===== config.mk =====
export PLATFORM = sky130hd
export DESIGN_NAME = tlv_stream_walker_flat
export DESIGN_NICKNAME = d
export VERILOG_FILES = /design/src/rtl/tlv_pkg.sv /design/src/rtl/tlv_if.sv /design/src/rtl/tlv_stream_walker.sv /design/src/rtl/tlv_front.sv /design/src/rtl/tlv_queue.sv /design/src/rtl/tlv_back.sv /design/src/flat_wrapper.sv
export SDC_FILE = /design/constraint.sdc
export NUM_CORES = 1
export LEC_CHECK = 0
export BUFFER_PORTS_ARGS = -buffer_cell sky130_fd_sc_hd__buf_2
export CAP_MARGIN = 5
export CORE_ASPECT_RATIO = 0.9
export CORE_MARGIN = 4
export CORE_UTILIZATION = 61
export DETAILED_ROUTE_END_ITERATION = 6
export PLACE_DENSITY_LB_ADDON = 0.12
export SYNTH_ARGS = -nofsm -noshare
export SYNTH_HDL_FRONTEND = slang
export SYNTH_SLANG_ARGS = --single-unit
export TNS_END_PERCENT = 50

===== constraint.sdc =====
create_clock -name clk -period 5.5 [get_ports clk]
set_clock_uncertainty 0.15 [all_clocks]
set_input_delay 0.55 -clock clk [delete_from_list [all_inputs] [get_ports clk]]
set_output_delay 0.55 -clock clk [all_outputs]
set_load 0.02 [all_outputs]

===== src/rtl/tlv_pkg.sv =====
// ----------------------------------------------------------------------------
// tlv_pkg
// shared types and constants of the tlv stream walker
// ----------------------------------------------------------------------------
package tlv_pkg;

    // bytes skipped at the head of every packet
    localparam int TLV_PREFIX_BYTES = 5;

    // default depth of the queue between parser and output stage
    localparam int TLV_QUEUE_DEPTH = 4;

    // reset value of max_tlvs
    localparam logic [15:0] TLV_MAX_TLVS_RESET = 16'hFFFF;

    // result kinds
    localparam logic [1:0] KIND_HEADER  = 2'd0;
    localparam logic [1:0] KIND_CONTENT = 2'd1;
    localparam logic [1:0] KIND_SUMMARY = 2'd2;

    typedef struct packed {
        logic [1:0]  kind;
        logic [15:0] rec_type;
        logic [15:0] tlv_length;
        logic [15:0] content_offset;
        logic [15:0] tlv_index;
        logic [7:0]  content_byte;
        logic        end_of_record;
        logic [15:0] record_count;
        logic        malformed;
    } tlv_result_t;

    // one queue entry: results caused by one input byte
    typedef struct packed {
        logic        rec_valid;
        tlv_result_t rec;
        logic        sum_valid;
        logic [15:0] sum_count;
        logic        sum_malformed;
    } tlv_entry_t;

endpackage


===== src/rtl/tlv_if.sv =====
// ----------------------------------------------------------------------------
// tlv_if
// channel interfaces of the tlv stream walker: bytes in, results out, config
// ----------------------------------------------------------------------------
interface tlv_in_if;
    logic       valid;
    logic       ready;
    logic [7:0] data_byte;
    logic       last_byte;

    modport source (output valid, output data_byte, output last_byte, input ready);
    modport sink (input valid, input data_byte, input last_byte, output ready);
endinterface

interface tlv_out_if;
    logic        valid;
    logic        ready;
    logic [1:0]  kind;
    logic [15:0] rec_type;
    logic [15:0] tlv_length;
    logic [15:0] content_offset;
    logic [15:0] tlv_index;
    logic [7:0]  content_byte;
    logic        end_of_record;
    logic [15:0] record_count;
    logic        malformed;
    logic        last_result;

    modport source (
        output valid, output kind, output rec_type, output tlv_length,
        output content_offset, output tlv_index, output content_byte,
        output end_of_record, output record_count, output malformed,
        output last_result, input ready
    );
    modport sink (
        input valid, input kind, input rec_type, input tlv_length,
        input content_offset, input tlv_index, input content_byte,
        input end_of_record, input record_count, input malformed,
        input last_result, output ready
    );
endinterface

interface tlv_cfg_if;
    logic        valid;
    logic        ready;
    logic [15:0] max_tlvs;

    modport source (output valid, output max_tlvs, input ready);
    modport sink (input valid, input max_tlvs, output ready);
endinterface


===== src/rtl/tlv_stream_walker.sv =====
// ----------------------------------------------------------------------------
// tlv_stream_walker
// walks the type-length-value records of a byte stream, one packet at a time
// ----------------------------------------------------------------------------
// Takes one packet byte per clock cycle on the bytes channel, with last_byte
// set on the final byte. The first TLV_PREFIX_BYTES bytes of each packet are
// skipped; after them each record is a big-endian 16-bit type, a big-endian
// 16-bit length and that many content bytes. For every completed header a
// kind 0 result gives type, length, record index and content offset; every
// content byte comes out as a kind 1 result; the last byte adds a kind 2
// summary with the record count and a malformed flag (packet ended inside a
// header). Records at or past max_tlvs are counted but not reported.
// Timing: a byte transfer puts its results into a QUEUE_DEPTH-entry queue in
// the same edge; the first result is offered once the output stage loads the
// entry from the queue head. Input is taken every cycle while the queue has
// room; the output stage sends one result per cycle while results.ready is
// high, so a last byte that also closes a header or carries content gives
// two results, and the queue absorbs that. bytes.ready drops only when the
// queue is full. max_tlvs (kept across packets, reset to 65535) must be
// written through always-ready cfg only while the block is idle (not enforced).
// ----------------------------------------------------------------------------
module tlv_stream_walker #(
    parameter int QUEUE_DEPTH = tlv_pkg::TLV_QUEUE_DEPTH
) (
    input  logic       clk,
    input  logic       rst_n,
    tlv_in_if.sink     bytes,
    tlv_cfg_if.sink    cfg,
    tlv_out_if.source  results
);
    import tlv_pkg::*;

    // parser to queue
    logic       q_push;
    tlv_entry_t q_push_data;
    logic       q_full;

    // queue to output stage
    logic       q_pop_valid;
    logic       q_pop_ready;
    tlv_entry_t q_pop_data;

    // front: classifies each byte and builds its results
    tlv_front u_front (
        .clk    (clk),
        .rst_n  (rst_n),
        .bytes  (bytes),
        .cfg    (cfg),
        .q_full (q_full),
        .q_push (q_push),
        .q_data (q_push_data)
    );

    // decoupling queue, lets output stalls not stop the byte stream at once
    tlv_queue #(
        .DEPTH (QUEUE_DEPTH)
    ) u_queue (
        .clk       (clk),
        .rst_n     (rst_n),
        .push      (q_push),
        .push_data (q_push_data),
        .full      (q_full),
        .pop_valid (q_pop_valid),
        .pop_ready (q_pop_ready),
        .pop_data  (q_pop_data)
    );

    // back: sends the results of each entry in order, one per transfer
    tlv_back u_back (
        .clk     (clk),
        .rst_n   (rst_n),
        .q_valid (q_pop_valid),
        .q_data  (q_pop_data),
        .q_ready (q_pop_ready),
        .results (results)
    );

endmodule


===== src/rtl/tlv_front.sv =====
// ----------------------------------------------------------------------------
// tlv_front
// byte parser: prefix skip, header collection, content walk, packet summary
// ----------------------------------------------------------------------------
module tlv_front (
    input  logic                clk,
    input  logic                rst_n,
    tlv_in_if.sink              bytes,
    tlv_cfg_if.sink             cfg,
    input  logic                q_full,
    output logic                q_push,
    output tlv_pkg::tlv_entry_t q_data
);
    import tlv_pkg::*;

    localparam logic [1:0] PH_PREFIX  = 2'd0;
    localparam logic [1:0] PH_HEADER  = 2'd1;
    localparam logic [1:0] PH_CONTENT = 2'd2;
    localparam logic [1:0] PH_START   = (TLV_PREFIX_BYTES == 0) ? PH_HEADER : PH_PREFIX;

    logic [15:0] max_tlvs_reg;
    logic [1:0]  phase_reg, phase_next;
    logic [15:0] pos_reg, pos_next;
    logic [1:0]  hdr_seen_reg, hdr_seen_next;
    logic [15:0] cur_type_reg, cur_type_next;
    logic [15:0] remaining_reg, remaining_next;
    logic [15:0] records_reg, records_next;
    logic        reported_reg, reported_next;
    logic        xfer;
    tlv_entry_t  entry;

    assign bytes.ready = !q_full;
    assign cfg.ready   = 1'b1;
    assign xfer        = bytes.valid && bytes.ready;

    always_comb
    begin
        phase_next     = phase_reg;
        pos_next       = (pos_reg != 16'hFFFF) ? pos_reg + 16'd1 : pos_reg;
        hdr_seen_next  = hdr_seen_reg;
        cur_type_next  = cur_type_reg;
        remaining_next = remaining_reg;
        records_next   = records_reg;
        reported_next  = reported_reg;
        entry          = '0;

        case (phase_reg)
            PH_PREFIX:
            begin
                if (pos_next >= 16'(TLV_PREFIX_BYTES))
                    phase_next = PH_HEADER;
            end
            PH_HEADER:
            begin
                if (!hdr_seen_reg[1])
                    cur_type_next = {cur_type_reg[7:0], bytes.data_byte};
                else
                    remaining_next = {remaining_reg[7:0], bytes.data_byte};
                hdr_seen_next = hdr_seen_reg + 2'd1;
                if (hdr_seen_reg == 2'd3)
                begin
                    reported_next = records_reg < max_tlvs_reg;
                    if (reported_next)
                    begin
                        entry.rec_valid          = 1'b1;
                        entry.rec.kind           = KIND_HEADER;
                        entry.rec.rec_type       = cur_type_reg;
                        entry.rec.tlv_length     = remaining_next;
                        // offset of the next byte, saturated like the position
                        entry.rec.content_offset = pos_next;
                        entry.rec.tlv_index      = records_reg;
                    end
                    if (records_reg != 16'hFFFF)
                        records_next = records_reg + 16'd1;
                    phase_next = (remaining_next == 16'd0) ? PH_HEADER : PH_CONTENT;
                end
            end
            PH_CONTENT:
            begin
                remaining_next = remaining_reg - 16'd1;
                if (reported_reg)
                begin
                    entry.rec_valid         = 1'b1;
                    entry.rec.kind          = KIND_CONTENT;
                    entry.rec.tlv_index     = records_reg - 16'd1;
                    entry.rec.content_byte  = bytes.data_byte;
                    entry.rec.end_of_record = remaining_next == 16'd0;
                end
                if (remaining_next == 16'd0)
                begin
                    phase_next    = PH_HEADER;
                    cur_type_next = 16'd0;
                end
            end
            default:
            begin
                phase_next = PH_HEADER;
            end
        endcase

        if (bytes.last_byte)
        begin
            entry.sum_valid     = 1'b1;
            entry.sum_count     = records_next;
            entry.sum_malformed = (phase_next == PH_HEADER) && (hdr_seen_next != 2'd0);
            phase_next     = PH_START;
            pos_next       = 16'd0;
            hdr_seen_next  = 2'd0;
            cur_type_next  = 16'd0;
            remaining_next = 16'd0;
            records_next   = 16'd0;
            reported_next  = 1'b0;
        end
    end

    assign q_push = xfer && (entry.rec_valid || entry.sum_valid);
    assign q_data = entry;

    always_ff @(posedge clk or negedge rst_n)
    begin
        if (!rst_n)
        begin
            max_tlvs_reg  <= TLV_MAX_TLVS_RESET;
            phase_reg     <= PH_START;
            pos_reg       <= 16'd0;
            hdr_seen_reg  <= 2'd0;
            cur_type_reg  <= 16'd0;
            remaining_reg <= 16'd0;
            records_reg   <= 16'd0;
            reported_reg  <= 1'b0;
        end
        else
        begin
            if (cfg.valid)
                max_tlvs_reg <= cfg.max_tlvs;
            if (xfer)
            begin
                phase_reg     <= phase_next;
                pos_reg       <= pos_next;
                hdr_seen_reg  <= hdr_seen_next;
                cur_type_reg  <= cur_type_next;
                remaining_reg <= remaining_next;
                records_reg   <= records_next;
                reported_reg  <= reported_next;
            end
        end
    end

    // header bytes are only counted while collecting a header
    a_hdr_only_in_header: assert property (@(posedge clk) disable iff (!rst_n)
        (hdr_seen_reg != 2'd0) |-> (phase_reg == PH_HEADER))
        else $error("header byte count set outside header phase");

    // content phase always has bytes left to walk
    a_content_nonzero: assert property (@(posedge clk) disable iff (!rst_n)
        (phase_reg == PH_CONTENT) |-> (remaining_reg != 16'd0))
        else $error("content phase with nothing remaining");

    // a last byte always leaves a summary in the queue
    a_last_pushes: assert property (@(posedge clk) disable iff (!rst_n)
        (xfer && bytes.last_byte) |-> (q_push && q_data.sum_valid))
        else $error("last byte without summary");

endmodule


===== src/rtl/tlv_queue.sv =====
// ----------------------------------------------------------------------------
// tlv_queue
// short fifo of per-byte result entries between parser and output stage
// ----------------------------------------------------------------------------
module tlv_queue #(
    parameter int DEPTH = tlv_pkg::TLV_QUEUE_DEPTH
) (
    input  logic                clk,
    input  logic                rst_n,
    input  logic                push,
    input  tlv_pkg::tlv_entry_t push_data,
    output logic                full,
    output logic                pop_valid,
    input  logic                pop_ready,
    output tlv_pkg::tlv_entry_t pop_data
);
    import tlv_pkg::*;

    localparam int PTR_W = (DEPTH > 1) ? $clog2(DEPTH) : 1;
    localparam int CNT_W = $clog2(DEPTH + 1);
    localparam logic [PTR_W-1:0] PTR_LAST = PTR_W'(DEPTH - 1);
    localparam logic [CNT_W-1:0] CNT_FULL = CNT_W'(DEPTH);

    tlv_entry_t       store [DEPTH];
    logic [PTR_W-1:0] wr_ptr_reg, rd_ptr_reg;
    logic [CNT_W-1:0] count_reg, count_next;
    logic             do_push, do_pop;

    assign full      = count_reg == CNT_FULL;
    assign pop_valid = count_reg != '0;
    assign pop_data  = store[rd_ptr_reg];
    assign do_push   = push && !full;
    assign do_pop    = pop_valid && pop_ready;

    always_comb
    begin
        count_next = count_reg;
        if (do_push && !do_pop)
            count_next = count_reg + CNT_W'(1);
        else if (do_pop && !do_push)
            count_next = count_reg - CNT_W'(1);
    end

    always_ff @(posedge clk)
    begin
        if (do_push)
            store[wr_ptr_reg] <= push_data;
    end

    always_ff @(posedge clk or negedge rst_n)
    begin
        if (!rst_n)
        begin
            wr_ptr_reg <= '0;
            rd_ptr_reg <= '0;
            count_reg  <= '0;
        end
        else
        begin
            if (do_push)
                wr_ptr_reg <= (wr_ptr_reg == PTR_LAST) ? '0 : wr_ptr_reg + PTR_W'(1);
            if (do_pop)
                rd_ptr_reg <= (rd_ptr_reg == PTR_LAST) ? '0 : rd_ptr_reg + PTR_W'(1);
            count_reg <= count_next;
        end
    end

    // the parser never offers an entry while the queue is full
    a_no_overflow: assert property (@(posedge clk) disable iff (!rst_n)
        !(push && full))
        else $error("push into full queue");

    // every stored entry carries at least one result
    a_entry_nonempty: assert property (@(posedge clk) disable iff (!rst_n)
        pop_valid |-> (pop_data.rec_valid || pop_data.sum_valid))
        else $error("empty entry at queue head");

endmodule


===== src/rtl/tlv_back.sv =====
// ----------------------------------------------------------------------------
// tlv_back
// output stage: holds one entry and sends its results one per transfer
// ----------------------------------------------------------------------------
module tlv_back (
    input  logic                clk,
    input  logic                rst_n,
    input  logic                q_valid,
    input  tlv_pkg::tlv_entry_t q_data,
    output logic                q_ready,
    tlv_out_if.source           results
);
    import tlv_pkg::*;

    logic        entry_valid_reg;
    tlv_entry_t  entry_reg;
    logic        rec_done_reg;
    logic        show_rec;
    logic        xfer;
    logic        finish;
    tlv_result_t shown;

    assign show_rec = entry_reg.rec_valid && !rec_done_reg;
    assign xfer     = entry_valid_reg && results.ready;
    assign finish   = xfer && !(show_rec && entry_reg.sum_valid);
    assign q_ready  = !entry_valid_reg || finish;

    always_comb
    begin
        if (show_rec)
        begin
            shown = entry_reg.rec;
        end
        else
        begin
            shown              = '0;
            shown.kind         = KIND_SUMMARY;
            shown.record_count = entry_reg.sum_count;
            shown.malformed    = entry_reg.sum_malformed;
        end
    end

    assign results.valid          = entry_valid_reg;
    assign results.kind           = shown.kind;
    assign results.rec_type       = shown.rec_type;
    assign results.tlv_length     = shown.tlv_length;
    assign results.content_offset = shown.content_offset;
    assign results.tlv_index      = shown.tlv_index;
    assign results.content_byte   = shown.content_byte;
    assign results.end_of_record  = shown.end_of_record;
    assign results.record_count   = shown.record_count;
    assign results.malformed      = shown.malformed;
    assign results.last_result    = show_rec ? !entry_reg.sum_valid : 1'b1;

    always_ff @(posedge clk)
    begin
        if (q_ready && q_valid)
            entry_reg <= q_data;
    end

    always_ff @(posedge clk or negedge rst_n)
    begin
        if (!rst_n)
        begin
            entry_valid_reg <= 1'b0;
            rec_done_reg    <= 1'b0;
        end
        else if (q_ready)
        begin
            entry_valid_reg <= q_valid;
            rec_done_reg    <= 1'b0;
        end
        else if (xfer)
        begin
            rec_done_reg <= 1'b1;
        end
    end

    // after the record result of a two-result entry the summary follows
    a_summary_follows: assert property (@(posedge clk) disable iff (!rst_n)
        (xfer && show_rec && entry_reg.sum_valid) |=>
            (entry_valid_reg && rec_done_reg && !show_rec))
        else $error("summary lost after record result");

    // the record part is marked sent only on entries that also hold a summary
    a_done_needs_summary: assert property (@(posedge clk) disable iff (!rst_n)
        rec_done_reg |-> (entry_valid_reg && entry_reg.sum_valid))
        else $error("record marked sent on single-result entry");

endmodule

===== src/flat_wrapper.sv =====
// flat-port wrapper written by rule: the top's interface ports become plain ports
module tlv_stream_walker_flat import tlv_pkg::*;
#(
    parameter int QUEUE_DEPTH = tlv_pkg::TLV_QUEUE_DEPTH
)
  (clk, rst_n, bytes_valid, bytes_data_byte, bytes_last_byte, bytes_ready, cfg_valid, cfg_max_tlvs, cfg_ready, results_valid, results_kind, results_rec_type, results_tlv_length, results_content_offset, results_tlv_index, results_content_byte, results_end_of_record, results_record_count, results_malformed, results_last_result, results_ready);
  tlv_in_if bytes_i ();
  tlv_cfg_if cfg_i ();
  tlv_out_if results_i ();
  input  logic clk;
  input  logic rst_n;
  input wire logic [$bits(bytes_i.valid)-1:0] bytes_valid;
  input wire logic [$bits(bytes_i.data_byte)-1:0] bytes_data_byte;
  input wire logic [$bits(bytes_i.last_byte)-1:0] bytes_last_byte;
  output wire logic [$bits(bytes_i.ready)-1:0] bytes_ready;
  input wire logic [$bits(cfg_i.valid)-1:0] cfg_valid;
  input wire logic [$bits(cfg_i.max_tlvs)-1:0] cfg_max_tlvs;
  output wire logic [$bits(cfg_i.ready)-1:0] cfg_ready;
  output wire logic [$bits(results_i.valid)-1:0] results_valid;
  output wire logic [$bits(results_i.kind)-1:0] results_kind;
  output wire logic [$bits(results_i.rec_type)-1:0] results_rec_type;
  output wire logic [$bits(results_i.tlv_length)-1:0] results_tlv_length;
  output wire logic [$bits(results_i.content_offset)-1:0] results_content_offset;
  output wire logic [$bits(results_i.tlv_index)-1:0] results_tlv_index;
  output wire logic [$bits(results_i.content_byte)-1:0] results_content_byte;
  output wire logic [$bits(results_i.end_of_record)-1:0] results_end_of_record;
  output wire logic [$bits(results_i.record_count)-1:0] results_record_count;
  output wire logic [$bits(results_i.malformed)-1:0] results_malformed;
  output wire logic [$bits(results_i.last_result)-1:0] results_last_result;
  input wire logic [$bits(results_i.ready)-1:0] results_ready;
  assign bytes_i.valid = bytes_valid;
  assign bytes_i.data_byte = bytes_data_byte;
  assign bytes_i.last_byte = bytes_last_byte;
  assign bytes_ready = bytes_i.ready;
  assign cfg_i.valid = cfg_valid;
  assign cfg_i.max_tlvs = cfg_max_tlvs;
  assign cfg_ready = cfg_i.ready;
  assign results_valid = results_i.valid;
  assign results_kind = results_i.kind;
  assign results_rec_type = results_i.rec_type;
  assign results_tlv_length = results_i.tlv_length;
  assign results_content_offset = results_i.content_offset;
  assign results_tlv_index = results_i.tlv_index;
  assign results_content_byte = results_i.content_byte;
  assign results_end_of_record = results_i.end_of_record;
  assign results_record_count = results_i.record_count;
  assign results_malformed = results_i.malformed;
  assign results_last_result = results_i.last_result;
  assign results_i.ready = results_ready;
  tlv_stream_walker #(.QUEUE_DEPTH(QUEUE_DEPTH)) u_core (.clk(clk), .rst_n(rst_n), .bytes(bytes_i), .cfg(cfg_i), .results(results_i));
endmodule

==> results.yml, run 1 <==
synthesis:
  synth_edf_count: 465
  ys_types: 75
  synthCells: 1583
  synth.avg_cell_area_sq_um: 15.1
  ys_warn_count: 0
  netlist.top_cell.by_area: "edfxtp_1"
  ys_ff_latch: 559
  synth_nets: 1645
  synth_top_area_share: 0.582
  post_synth_instance_area_sq_um: 24000
  async_flop_share: 0.168
  yosys-top-cells-area: "edfxtp_1, mux4_2, dfrtp_1, and2_1, dfstp_2"
  seq_area_frac_synth: 0.681
  synth_ff_type: "edfxtp_1"
floorplanning:
  dieArea_sq_um: 42600
  rows: 68
  fp.dieW_microns: 217
  start_util: 0.621
  top_level_ports: 126
  die_h_microns: 196
  core-area_sq_um: 38600
layout:
  fill_cells: 2610
  antenna_cells: 0
  largest_reg_flops: 372
  synthToLayoutAreaGrowth_pct: 12.5
  finalNonFillerCells: 2265
  layout_common_cells: "edfxtp_1, buf_2, and2_1, nor2_1, mux4_2"
  drive_gt1_frac: 0.216
  layout_commonest_cell: "edfxtp_1"
  num-nets-final: 1758
place:
  place.gp.congestion: 0.885
  place_hpwl_mm: 31.2
  dp_cells: 2154
  numPortBuffers: 124
hold_path:
  min_path_type: "input port to register"
route:
  drt_iter0_markers: 1451
  viasPerCell: 6.12
  ant_nets: 0
  via_count: 13900
  drc: 0
  avgRoutedWirePerCell_microns: 22.5
  routed_wl_mm: 50.9
  first_pass_iters: 6
worst_setup_path:
  endpoint: "u_core.u_queue.store[2][36]"
  r2r_start: "u_core.u_front.records_reg[5]"
  slowest_stage: "o21a_1"
  cp_slowest_stage_delay_ps: 980
  arrival_ps: 4160
  crit_path_max_fanout: 30
  crit_top_cell: "a21o_1"
  end_kind: "register"
  crit_chain: "ha_1 -> a21o_1 -> a21o_1 -> a211o_1 -> a21oi_1 -> o21a_1 -> o21ai_0 -> a21boi_0"
  ff2ff_setup_slack_ps: 1520
  crit_path_start: "u_core.u_front.records_reg[5]"
  reg2regPathDepth: 8
  startpoint_type: "register"
  r2r_end: "u_core.u_queue.store[2][36]"
  cp.required_ps: 5690
  crit_type: "register to register"
clock_tree:
  clk_latency_ps: 610
  cts_max_path_buffers: 3
  postCtsSetupBuffers: 0
  tritoncts: "yes"
  htreeDepth: 2
  cts_buffers: 53
  path_clk_slew_ps: 60
  clock_sinks: 559
  post_cts_resized: 0
  root_buffer: "clkbuf_16"
  cts-hold-fix-buffers: 12
sta:
  slew_violations: 0
  rsz0062_at_grt: "no"
  hold_viol_final: 0
  fin_crit_ps: 3980
  max_slew_margin: 0.193
  worst_slew_pin_slew_ps: 1210
  setup_violations: 0
  period_share: 0.723
  fmax_mhz: 251
  setup_tns_ps: 0
power:
  seqPwrFrac: 0.462
  clockPowerShare: 0.286
  p_sw_frac: 0.303
  p_int_uw: 8880
  p_per_area_nw_per_um2: 473
  irDropWorstVdd_v: 0.000347
  p_leak_uw: 0.00976
  comb_power_share: 0.251
  p_sw_uw: 3860
run:
  cap_viol_max_count: 0
global_route:
  overflow: 0
  track_usage: 0.243
  grt_pass1_wl_mm: 80.4
  grt_pass1_vias: 13700
  grt_max_degree: 76
  antenna_found_initial: 0
outcome:
  outcome: "finished clean"
cells by family (layout without fill, tap and decap cells):
| kind of cell | after synthesis | in the layout | synth area share |
|---|---|---|---|
| mux | 125 | 125 | 0.101 |
| xor+xnor | 28 | 28 | 0.0102 |
| buf+inv | 142 | 299 | 0.0245 |
| compound gates | 241 | 241 | 0.0657 |
| simple gates | 455 | 455 | 0.100 |
| fa+ha+maj | 32 | 32 | 0.0170 |
| other cells | 1 | 1 | 0.000156 |
| flops | 559 | 559 | 0.681 |
area by class of cell:
type / count / area (sq um) / share of cell area
clock buffers: 73 / 1440 / 0.0534
well taps: 525 / 657 / 0.0244
repair buffers: 164 / 991 / 0.0367
flip-flops and latches: 559 / 16300 / 0.606
inverters: 36 / 135 / 0.00501
clock inverters: 26 / 309 / 0.0115
multi-input cells: 882 / 7100 / 0.263
metal layers:
layer	vias up	routed length [microns]	track usage
li1	6257	-	-
met1	7009	22500	0.370
met2	528	23900	0.373
met3	69	3630	0.0443
met4	0	903	0.0568
met5	-	0	0
power by group through the flow:
stage               clock, uW  combinational, uW  sequential [uW]
floorplan                   0               2520             5670
global placement            0               3190             5970
detailed placement          0               3230             5990
CTS                      3700               3260             5910
global route             3910               3470             5990
finish                   3650               3200             5890
synth_stat cells, types with 16 or more instances:
| library cell | n |
|---|---|
| mux4_2 | 93 |
| nand4_1 | 17 |
| ha_1 | 31 |
| clkbuf_1 | 76 |
| inv_1 | 35 |
| nand3_1 | 27 |
| a22o_1 | 24 |
| edfxtp_1 | 465 |
| and2_1 | 115 |
| nand2_1 | 85 |
| nor3_1 | 23 |
| nor2_1 | 104 |
| a21oi_1 | 50 |
| dfstp_2 | 16 |
| o21ai_0 | 76 |
| mux2i_1 | 26 |
| dfrtp_1 | 78 |
through the flow:
step                utilization  cell area [sq um]  setup WS (ps)  hold slack [ps]  power, uW
floorplan                     -              24000            432              104       8190
global placement          0.650              25100           1630              328       9160
detailed placement        0.650              25100           1550              331       9220
CTS                       0.698              27000           1520           0.0417      12900
global route              0.698              27000           1190             16.2      13400
finish                    0.698              27000           1520             23.2      12700
worst max-delay path: cells and delay by family (launching register included):
kind	cells	cell delay, ps
adders and majority gates	1	350
AOI/OAI and AO/OA	7	2510
DFF	1	690
how the worst min path moves through the flow:
stage,slack [ps],to,cells past startpoint,startpoint
finish,20,u_core.u_front.max_tlvs_reg[13],3,cfg_max_tlvs[13]
global route,20,u_core.u_front.max_tlvs_reg[6],3,cfg_max_tlvs[6]
CTS,0.04,u_core.u_front.max_tlvs_reg[15],3,cfg_max_tlvs[15]
detailed placement,330,u_core.u_front.cur_type_reg[14],1,u_core.u_front.cur_type_reg[14]
global placement,330,u_core.u_front.cur_type_reg[15],1,u_core.u_front.cur_type_reg[15]
floorplan,100,u_core.u_back.rec_done_reg,0,rst_n
(Power assumes the default switching activity.)
==> inputs of run 2 (changes only) <==
==> constraint.sdc (replaced) <==
create_clock -name clk -period 4 [get_ports clk]
set_clock_uncertainty 0.15 [all_clocks]
set_input_delay 0.4 -clock clk [delete_from_list [all_inputs] [get_ports clk]]
set_output_delay 0.4 -clock clk [all_outputs]
set_load 0.02 [all_outputs]
==> run 2 against run 1 <==
Compared with the run above: power rose by 37%; sequential power grew 36%; core utilization rose by 0.82 points; non-clock buffer count increased by 25; clock power rose by 34%; sequential share of layout area is 0.71 points lower; worst hold slack improved by 18 ps; critical endpoint is now u_core.u_queue.store[1][70].
==> results.yml, run 2 (synthesis results as in run 1) <==
floorplanning:
  die_h_microns: 196
  rows: 68
  start_util: 0.621
  core-area_sq_um: 38600
  fp.dieW_microns: 217
  top_level_ports: 126
  dieArea_sq_um: 42600
worst_setup_path:
  startpoint_type: "register"
  cp.required_ps: 4100
  slowest_stage: "dfstp_2"
  crit_type: "register to register"
  cp_top_family: "compound AO/OA/AOI/OAI gates"
  crit_path_max_fanout: 56
  path_buf_inv: 3
  end_kind: "register"
  crit_top_cell: "a211o_1"
  arrival_ps: 3590
  cp_slowest_stage_delay_ps: 510
  crit_chain: "inv_1 -> ha_1 -> a21o_1 -> a211o_1 -> a211o_1 -> a21oi_1 -> o21ai_2 -> a31oi_2 -> buf_4 -> and2_4 -> buf_12"
layout:
  post-route-util: 0.706
  synthToLayoutAreaGrowth_pct: 13.8
  multi_input_area_sq_um: 7100
  layout_commonest_cell: "edfxtp_1"
  fill_cells: 2530
  antenna_cells: 0
  seq_area_sq_um: 16300
  layout_common_cells: "edfxtp_1, buf_2, and2_1, nor2_1, mux4_2"
  num-nets-final: 1783
  final_design_area_no_fill_sq_um: 27300
  drive_gt1_frac: 0.220
  largest_reg_flops: 372
place:
  numPortBuffers: 124
  place_hpwl_mm: 31.1
  place.gp.congestion: 0.905
  postPlaceCellArea_sq_um: 25300
route:
  drc: 0
  routed_wl_mm: 51.3
  drt_iter0_markers: 1309
  ant_nets: 0
  viasPerCell: 6.10
  first_pass_iters: 5
  avgRoutedWirePerCell_microns: 22.4
  via_count: 14000
sta:
  period_share: 0.872
  whs_ps: 41.1
  worst_slew_pin_slew_ps: 1060
  max_slew_margin: 0.290
  setup_violations: 0
  fin_crit_ps: 3490
  slew_violations: 0
  rsz0062_at_grt: "no"
  fmax_mhz: 287
  hold_viol_final: 0
power:
  p_per_area_nw_per_um2: 642
  p_leak_uw: 0.00992
  irDropWorstVdd_v: 0.000973
clock_tree:
  htreeDepth: 2
  tritoncts: "yes"
  clock_sinks: 559
  path_clk_slew_ps: 60
  cts_buffers: 53
  clk_latency_ps: 600
  cts-hold-fix-buffers: 24
  postCtsSetupBuffers: 0
  cts_max_path_buffers: 3
  root_buffer: "clkbuf_16"
  post_cts_resized: 0
global_route:
  track_usage: 0.244
  grt_max_degree: 96
  grt_pass1_vias: 13900
  antenna_found_initial: 0
  overflow: 0
  grt_pass1_wl_mm: 80.8
run:
  cap_viol_max_count: 0
hold_path:
  min_path_type: "input port to register"
outcome:
  outcome: "finished clean"
-- run 2: cell types whose count changed in the layout (fill, tap and decap cells not counted), sizes merged --
cell | previous run | this run
buf | 152 | 165
dlygate4sd3 | 12 | 24
clkinv | 18 | 22
bufinv | 5 | 3
clkbuf | 73 | 71
clkinvlp | 3 | 2
inv | 36 | 37
-- run 2: per-layer routing --
metal / GRT usage / up-vias / routed length [microns]
li1: - / 6308 / -
met5: 0 / - / 0
met1: 0.372 / 7079 / 22900
met3: 0.0431 / 65 / 3400
met2: 0.379 / 508 / 24200
met4: 0.0511 / 0 / 801
-- run 2: final cells by class --
class,instances,area share
Multi-Input combinational cell,882,0.260
Inverter,36,0.00495
Sequential cell,559,0.599
Clock buffer,71,0.0537
Tap cell,525,0.0241
Timing Repair Buffer,189,0.0493
Clock inverter,28,0.00880
-- run 2: through the flow --
step	setup TNS (ps)	setup WS, ps	cells	power (uW)
after detailed placement	0	522	2167	12800
final	0	512	2290	17500
after global placement	0	553	2167	12700
after CTS	0	493	2290	17700
after global routing	0	241	2290	18400
after floorplan	-19020	-51.1	1583	11200
-- run 2: worst reg2reg max path, delay by kind of cell (launching register included) --
kind | cells | cell delay (ps)
buf+inv | 3 | 570
compound gates | 6 | 1300
simple gates | 1 | 260
fa+ha+maj | 1 | 300
flops | 1 | 510
-- run 2: where the power goes --
group	leakage, uW	total [uW]	switching, uW	internal, uW
Sequential	0.00557	7990	541	7450
Combinational	0.00351	4630	2660	1970
Clock	0.000837	4900	2120	2770
-- run 2: final timing paths --
| path | depth (start not counted) | slack (ps) | startpoint | endpoint |
|---|---|---|---|---|
| worst min-delay path | 2 | 40 | bytes_data_byte[1] | u_core.u_front.cur_type_reg[1] |
| worst min register to register | 1 | 340 | u_core.u_front.cur_type_reg[14] | u_core.u_front.cur_type_reg[14] |
| min in group asynchronous | 2 | 380 | rst_n | u_core.u_front.pos_reg[4] |
| max in group asynchronous | 3 | 2370 | rst_n | u_core.u_queue.rd_ptr_reg[0] |
| worst max register to register | 11 | 510 | u_core.u_front.max_tlvs_reg[10] | u_core.u_queue.store[1][70] |
| worst max-delay path | 11 | 510 | u_core.u_front.max_tlvs_reg[10] | u_core.u_queue.store[1][70] |
